[src/rtl/core/lssa_pkg.sv]
`default_nettype none

package lssa_pkg;

	localparam int NUM_REGS = 16;
	localparam int SLOT_W = (NUM_REGS > 1) ? $clog2(NUM_REGS) : 1;
	localparam logic [SLOT_W-1:0] LAST_IDX = SLOT_W'(NUM_REGS - 1);

	localparam int ID_W = 16;
	localparam int POS_W = 16;
	localparam int COST_W = 32;
	localparam int SLOT_OUT_W = 6;
	localparam int OUTCOME_W = 2;

	typedef enum logic [OUTCOME_W-1:0] {
		OUT_ASSIGNED = 2'd0,
		OUT_VICTIM   = 2'd1,
		OUT_IGNORED  = 2'd2
	} outcome_t;

	typedef struct packed {
		logic [POS_W-1:0]         start_point;
		logic [POS_W-1:0]         slot_end;
		logic signed [COST_W-1:0] slot_cost;
		logic                     slot_pinned;
		logic signed [COST_W-1:0] pick_cost;
		logic                     first;
	} scan_req_t;

	typedef struct packed {
		logic expire;
		logic better;
	} scan_res_t;

endpackage

`default_nettype wire

[src/rtl/core/linear_scan_slot_allocator_top.sv]
`default_nettype none

// Linear-scan slot allocator. Each accepted word is one live interval, given in
// order of start point; the block frees every slot whose end is at or before the
// new start, places the interval in the lowest free slot, or, when all slots are
// busy, names a spill victim and ignores further intervals until a word with
// pass_start set. A single compare unit walks the pool one slot per cycle, so an
// interval is scanned across all NUM_REGS slots and then finished in ST_FIN;
// the finish waits for the output register to drain, and an interval ignored
// after a failure skips the scan. The result sits in an output register, so the
// next word is accepted while a result waits.
module linear_scan_slot_allocator_top (
	input  wire                                clk,
	input  wire                                arst_n,
	input  wire                                in_valid,
	output logic                               in_ready,
	input  wire                                pass_start,
	input  wire  [lssa_pkg::ID_W-1:0]          interval_id,
	input  wire  [lssa_pkg::POS_W-1:0]         start_point,
	input  wire  [lssa_pkg::POS_W-1:0]         end_point,
	input  wire  signed [lssa_pkg::COST_W-1:0] cost,
	input  wire                                pinned,
	output logic                               out_valid,
	input  wire                                out_ready,
	output logic [lssa_pkg::OUTCOME_W-1:0]     outcome,
	output logic [lssa_pkg::SLOT_OUT_W-1:0]    slot,
	output logic [lssa_pkg::ID_W-1:0]          victim_id
);
	import lssa_pkg::*;

	typedef enum logic [2:0] {
		ST_IDLE = 3'b001,
		ST_SCAN = 3'b010,
		ST_FIN  = 3'b100
	} state_t;

	state_t state_q, state_d;

	// slot pool
	logic [NUM_REGS-1:0]      busy_q;
	logic [POS_W-1:0]         end_mem  [NUM_REGS];
	logic signed [COST_W-1:0] cost_mem [NUM_REGS];
	logic                     pin_mem  [NUM_REGS];
	logic [ID_W-1:0]          owner_mem[NUM_REGS];
	logic                     failed_q;

	// latched interval
	logic [ID_W-1:0]          id_q;
	logic [POS_W-1:0]         start_q;
	logic [POS_W-1:0]         end_q;
	logic signed [COST_W-1:0] cost_q;
	logic                     pin_q;
	logic                     ign_q;

	// scan state
	logic [SLOT_W-1:0]        idx_q;
	logic                     free_found_q;
	logic [SLOT_W-1:0]        free_idx_q;
	logic [SLOT_W-1:0]        pick_idx_q;
	logic signed [COST_W-1:0] pick_cost_q;
	logic [ID_W-1:0]          pick_owner_q;

	// output word
	logic                     out_valid_q;
	outcome_t                 outcome_q;
	logic [SLOT_OUT_W-1:0]    slot_q;
	logic [ID_W-1:0]          victim_q;

	logic      accept, out_free, fin_fire, fin_fail, fin_write;
	logic      failed_eff, ign_new, scan_step, busy_after;
	scan_req_t req;
	scan_res_t res;

	assign out_free   = !out_valid_q || out_ready;
	assign fin_fire   = (state_q == ST_FIN) && out_free;
	assign fin_fail   = fin_fire && !ign_q && !free_found_q;
	assign fin_write  = fin_fire && !ign_q && free_found_q;
	assign in_ready   = (state_q == ST_IDLE) || fin_fire;
	assign accept     = in_valid && in_ready;
	assign failed_eff = failed_q || fin_fail;
	assign ign_new    = !pass_start && failed_eff;
	assign scan_step  = (state_q == ST_SCAN);

	assign req.start_point = start_q;
	assign req.slot_end    = end_mem[idx_q];
	assign req.slot_cost   = cost_mem[idx_q];
	assign req.slot_pinned = pin_mem[idx_q];
	assign req.pick_cost   = pick_cost_q;
	assign req.first       = (idx_q == '0);

	lssa_scan_unit u_scan (
		.req (req),
		.res (res)
	);

	assign busy_after = busy_q[idx_q] && !res.expire;

	always_comb begin
		state_d = state_q;
		case (state_q)
			ST_IDLE: begin
				if (accept) state_d = ign_new ? ST_FIN : ST_SCAN;
			end
			ST_SCAN: begin
				if (idx_q == LAST_IDX) state_d = ST_FIN;
			end
			ST_FIN: begin
				if (accept) state_d = ign_new ? ST_FIN : ST_SCAN;
				else if (fin_fire) state_d = ST_IDLE;
			end
			default: state_d = ST_IDLE;
		endcase
	end

	always_ff @(posedge clk or negedge arst_n) begin
		if (!arst_n) begin
			state_q      <= ST_IDLE;
			busy_q       <= '0;
			failed_q     <= 1'b0;
			ign_q        <= 1'b0;
			idx_q        <= '0;
			free_found_q <= 1'b0;
			out_valid_q  <= 1'b0;
		end else begin
			state_q <= state_d;
			// a new pass wipes the pool after the finishing word is retired
			if (accept && pass_start) begin
				busy_q   <= '0;
				failed_q <= 1'b0;
			end else begin
				if (fin_write) busy_q[free_idx_q] <= 1'b1;
				if (scan_step && busy_q[idx_q] && res.expire) busy_q[idx_q] <= 1'b0;
				if (fin_fail) failed_q <= 1'b1;
			end
			if (scan_step) begin
				if (!busy_after && !free_found_q) free_found_q <= 1'b1;
				if (idx_q != LAST_IDX) idx_q <= idx_q + 1'b1;
			end
			if (accept) begin
				ign_q        <= ign_new;
				idx_q        <= '0;
				free_found_q <= 1'b0;
			end
			if (fin_fire) out_valid_q <= 1'b1;
			else if (out_ready) out_valid_q <= 1'b0;
		end
	end

	always_ff @(posedge clk) begin
		if (accept) begin
			id_q    <= interval_id;
			start_q <= start_point;
			end_q   <= end_point;
			cost_q  <= cost;
			pin_q   <= pinned;
		end
		if (scan_step) begin
			if (!busy_after && !free_found_q) free_idx_q <= idx_q;
			if (res.better) begin
				pick_idx_q   <= idx_q;
				pick_cost_q  <= req.slot_cost;
				pick_owner_q <= owner_mem[idx_q];
			end
		end
		if (fin_write) begin
			end_mem[free_idx_q]   <= end_q;
			cost_mem[free_idx_q]  <= cost_q;
			pin_mem[free_idx_q]   <= pin_q;
			owner_mem[free_idx_q] <= id_q;
		end
		if (fin_fire) begin
			if (ign_q) begin
				outcome_q <= OUT_IGNORED;
				slot_q    <= '0;
				victim_q  <= '0;
			end else if (free_found_q) begin
				outcome_q <= OUT_ASSIGNED;
				slot_q    <= SLOT_OUT_W'(free_idx_q);
				victim_q  <= '0;
			end else begin
				outcome_q <= OUT_VICTIM;
				slot_q    <= SLOT_OUT_W'(pick_idx_q);
				victim_q  <= pick_owner_q;
			end
		end
	end

	assign out_valid = out_valid_q;
	assign outcome   = outcome_q;
	assign slot      = slot_q;
	assign victim_id = victim_q;

	a_accept_when_free: assert property (@(posedge clk) disable iff (!arst_n)
		(in_valid && in_ready) |-> (state_q == ST_IDLE || state_q == ST_FIN))
		else $error("interval taken while a scan is running");

	a_no_ready_in_scan: assert property (@(posedge clk) disable iff (!arst_n)
		(state_q == ST_SCAN) |-> !in_ready)
		else $error("ready raised during scan");

	a_ignored_zero: assert property (@(posedge clk) disable iff (!arst_n)
		(out_valid && outcome == OUT_IGNORED) |-> (slot == '0 && victim_id == '0))
		else $error("ignored result carries slot or victim data");

	a_fail_sticks: assert property (@(posedge clk) disable iff (!arst_n)
		(fin_fail && !(accept && pass_start)) |=> failed_q)
		else $error("failure flag not set after victim report");

	a_fin_loads_out: assert property (@(posedge clk) disable iff (!arst_n)
		fin_fire |=> out_valid)
		else $error("finished interval produced no result");

endmodule

`default_nettype wire

[src/rtl/core/lssa_scan_unit.sv]
`default_nettype none

module lssa_scan_unit (
	input  var lssa_pkg::scan_req_t req,
	output var lssa_pkg::scan_res_t res
);
	import lssa_pkg::*;

	// slot is released once the new interval starts at or after its end
	assign res.expire = (req.start_point >= req.slot_end);

	// slot 0 always seeds the pick; later slots must be unpinned with a strictly lower cost
	assign res.better = req.first ||
		(!req.slot_pinned && (req.pick_cost > req.slot_cost));

endmodule

`default_nettype wire

[config.mk]
export PLATFORM = sky130hd
export DESIGN_NAME = linear_scan_slot_allocator_top
export DESIGN_NICKNAME = d
export VERILOG_FILES = /design/src/rtl/core/lssa_pkg.sv /design/src/rtl/core/linear_scan_slot_allocator_top.sv /design/src/rtl/core/lssa_scan_unit.sv
export SDC_FILE = /design/constraint.sdc
export NUM_CORES = 1
export LEC_CHECK = 0
export BUFFER_PORTS_ARGS = -buffer_cell sky130_fd_sc_hd__buf_2
export CAP_MARGIN = 15
export CORE_MARGIN = 2
export CORE_UTILIZATION = 30
export DETAILED_ROUTE_END_ITERATION = 6
export PLACE_DENSITY = 0.49
export SLEW_MARGIN = 20
export SYNTH_ARGS = -nofsm -noshare
export SYNTH_HDL_FRONTEND = slang
export SYNTH_SLANG_ARGS = --single-unit
[constraint.sdc]
create_clock -name clk -period 9.9 [get_ports clk]
set_input_delay 0.495 -clock clk [delete_from_list [all_inputs] [get_ports clk]]
set_output_delay 0.495 -clock clk [all_outputs]
set_load 0.05 [all_outputs]
==> results.md <==
| Metric | Reported | Unit |
|:---|:---|:---|
| RSZ-0062 raised after global routing | no | - |
| Cells resized by post-CTS repair | 0 | - |
| Worst-path clk slew | 0.05 | ns |
| # clock sinks | 1,226 | - |
| Minimum clock period | 6.09 | ns |
| Post-layout nets | 2,386 | - |
| Number of hold buffers added after CTS | 82 | - |
| Max Clock Freq | 164 | MHz |
| Top fanout value on the critical path | 107 | - |
| Tcrit/Tclk final | 61.6 | % |
| Global placement routability congestion | 0.710 | - |
| Grt ovf | 0 | - |
| Flip-flop and latch count after synthesis | 1,226 | - |
| Critical path type | flip-flop to flip-flop | - |
| Outcome | finished clean | - |
| Endpoints failing hold | 0 | - |
| Slowest stage cell on the critical path | dfrtp_4 | - |
| Slew HR | 26.4 | % |
| CTS HTree Levels | 4 | - |
| Sequential element share of the synthesized area | 78.8 | % |
| Data arrival time at the worst-slack endpoint | 6.46 | ns |
| Clock tree from TritonCTS | built | - |
| Root buffer selected by CTS | clkbuf_16 | - |
| Sequence of cells on the critical path | buf_12, mux4_2, mux4_2, inv_2, ha_1, and4_1, nand4_1, nor3_1, o31ai_1, o211ai_1, xor2_1, o21ai_4, buf_4 | - |
| Number of antenna violations at the first check in global routing | 5 | - |
| Total routed wirelength | 113,000 | um |
| Post-CTS setup buffers | 0 | - |
| Dominant cell type by count on the critical path | mux4_2 | - |
| Required @ worst endpoint | 10.27 | ns |
| Peak per-stage delay on the critical path | 0.90 | ns |
| Min-delay worst type | primary input to flip-flop | - |
| Wire per inst | 25.6 | um |
| Proportion of register bits with asynchronous set or reset after synthesis | 2.20 | % |
| Summed instance area of the synthesized netlist | 0.0466 | sq mm |
| Die Area | 0.158 | sq mm |
| Synthesis-to-layout area growth | 18.0 | % |
| Max rail drop VDD | 0.195 | mV |
| Global-route wire length before repair | 164,000 | um |
| Final-report max-slew violation count | 0 | - |
| Placed wire-length estimate after detailed placement | 57,900 | um |
| Die span in x | 398 | um |
| Drt via density | 4.85 | - |
| Starting utilization of the core area | 30.2 | % |
| Area of the core region | 0.154 | sq mm |
| FP Rows | 144 | - |
| Inserted Clock Buffers | 136 | - |
| Final ANT Viol Nets | 0 | - |
| LEAKAGE | 0.0171 | uW |
| Number of I/O pins | 112 | - |
| Die Y-Extent | 398 | um |
| EDFF count, synth | 1,199 | - |
| Fraction of final layout cells with drive strength greater than 1 | 31.2 | % |
| Distinct cells, synth | 51 | - |
| Count of final setup violators | 0 | - |
| DRC violations left | 0 | - |
| Avg Cell Area, Syn | 23.8 | sq um |
| Startpoint kind of the worst setup timing path | flip-flop | - |
| Port Buf Inserts | 109 | - |
| Sum of negative setup slack | 0 | ns |
| Fillers | 14,100 | - |
| Max Cap Viol | 0 | - |
| TritonRoute pass-1 iters | 5 | - |
| Top FF cell, synth | edfxtp_1 | - |
| Worst Clk Skew | 0.0268 | ns |
| Post-Syn Instances | 1,954 | - |
| Initial DRC count | 1,671 | - |
| Endpoint class of the critical path | flip-flop | - |
| Worst-Margin Slew | 1.10 | ns |
| Via count of the first global-routing pass | 22,800 | - |
| Clk_lat worst skew | 0.76 | ns |
| Overall via count from detail_route | 21,300 | - |
| Number of buffers on the longest clock path | 3 | - |
| Largest net degree at the start of global routing | 145 | - |
| Total power consumption of the routed design | 13,400 | uW |
| Yosys synthesis warning count | 0 | - |
| P per Cell Area | 244 | mW/mm^2 |
| Global-route usage over all layers | 14.4 | % |
kinds of logic after synthesis:
kind of cell | count (synthesis) | share of synthesized area, %
AO/OA/AOI/OAI | 88 | 1.21
XOR/XNOR | 3 | 0.0564
adder cells (fa/ha/maj) | 52 | 1.40
buffers and inverters | 139 | 1.26
flip-flops | 1226 | 78.8
multiplexers | 336 | 16.1
other | 1 | 0.00805
AND/OR/NAND/NOR | 109 | 1.25
layout make-up:
type / count / area [sq um] / area share [%]
antenna: 1 / 2.50 / 0.00455
clock buffer: 173 / 3610 / 6.56
clock inverter: 70 / 653 / 1.19
inverter: 53 / 199 / 0.362
multi-input combinational: 590 / 9440 / 17.2
sequential: 1226 / 36700 / 66.8
tap: 2044 / 2560 / 4.65
timing repair buffer: 241 / 1780 / 3.25
synthesized netlist by cell type (all sizes together), types with 5 or more instances:
cell | instances | share of area, %
a21oi | 22 | 0.24
inv | 53 | 0.43
nand3 | 7 | 0.075
edfxtp | 1199 | 77
o21ai | 24 | 0.26
mux4 | 329 | 16
a31oi | 5 | 0.067
and2 | 19 | 0.26
buf | 49 | 0.53
nand2 | 16 | 0.13
mux2i | 5 | 0.11
clkbuf | 37 | 0.30
nor2b | 10 | 0.13
a21o | 8 | 0.13
dfrtp | 26 | 1.4
nand4 | 9 | 0.12
ha | 52 | 1.4
nand2b | 6 | 0.081
nor2 | 27 | 0.22
a41oi | 12 | 0.23
worst paths after layout:
path,startpoint,end,slack (ns),cells past startpoint
setup / recovery,idx_q[0],pick_owner_q[1],3.81,13
hold / removal,pass_start,failed_q,0.08,2
setup reg to reg,idx_q[0],pick_owner_q[1],3.81,13
max in group asynchronous,arst_n,idx_q[0],8.99,2
hold reg to reg,pick_owner_q[12],victim_id[12],0.52,1
min in group asynchronous,arst_n,busy_q[12],0.39,2
critical path, delay by kind of cell (launching register included):
family          cells  cell delay, ns
buf+inv             3            1.33
mux                 2            1.15
simple gates        3            0.97
flops               1            0.90
compound gates      3            0.69
fa+ha+maj           1            0.18
xor+xnor            1            0.15
flip-flops by register name (all words and copies together), names as in the netlist, 16 cells and up:
name,flops
end_q,16
start_q,16
busy_q,16
id_q,16
victim_id,16
cost_mem,512
cost_q,32
end_mem,256
pick_cost_q,32
pick_owner_q,16
owner_mem,256
pin_mem,16
metrics by stage:
stage	setup slack (ns)	utilization [%]	cells	hold slack, ns	instance area [sq um]
6_report	3.81	35.7	4398	0.0788	54900
3_3_place_gp	3.35	32.4	4071	0.501	49800
4_1_cts	3.59	35.7	4397	0.00597	54900
5_1_grt	3.26	35.7	4397	0.0357	54900
2_1_floorplan	2.77	-	1955	0.199	46600
3_5_place_dp	3.60	32.4	4072	0.509	49900
report_power, final:
part	switching [uW]	total [uW]	internal [uW]
combinational	1010	2050	1040
clock	2020	4840	2820
sequential	351	6510	6160
routing by layer:
metal  vias to the layer above  track usage [%]  wire length, um
met5                         -                0               21
met4                         4             3.81             2190
met3                       142             2.42             4020
met2                       455             24.0            56500
met1                     11800             19.4            49800
li1                       8932                -                -
layout by cell type, fill, tap and decap left out, types with 5 or more instances in the layout:
cell | Yosys | layout
mux2i_1 | 5 | 5
nand4_1 | 9 | 9
nand2b_1 | 6 | 6
clkbuf_1 | 37 | 34
clkbuf_16 | 0 | 139
a41oi_1 | 12 | 12
o21ai_0 | 23 | 23
clkinv_2 | 0 | 18
a21oi_1 | 22 | 22
a31oi_1 | 5 | 5
nor2_1 | 27 | 15
buf_2 | 33 | 109
ha_1 | 52 | 52
a21o_1 | 8 | 8
and2_1 | 18 | 18
clkinv_1 | 0 | 24
nand2_1 | 16 | 16
inv_6 | 0 | 8
edfxtp_1 | 1199 | 1199
dlygate4sd3_1 | 0 | 82
nor2_4 | 0 | 12
dfrtp_1 | 26 | 22
nand3_1 | 7 | 7
nor2b_1 | 10 | 10
inv_1 | 21 | 21
inv_2 | 32 | 32
bufinv_16 | 0 | 9
mux4_2 | 329 | 329
buf_4 | 2 | 46
(Power assumes the default switching activity.)
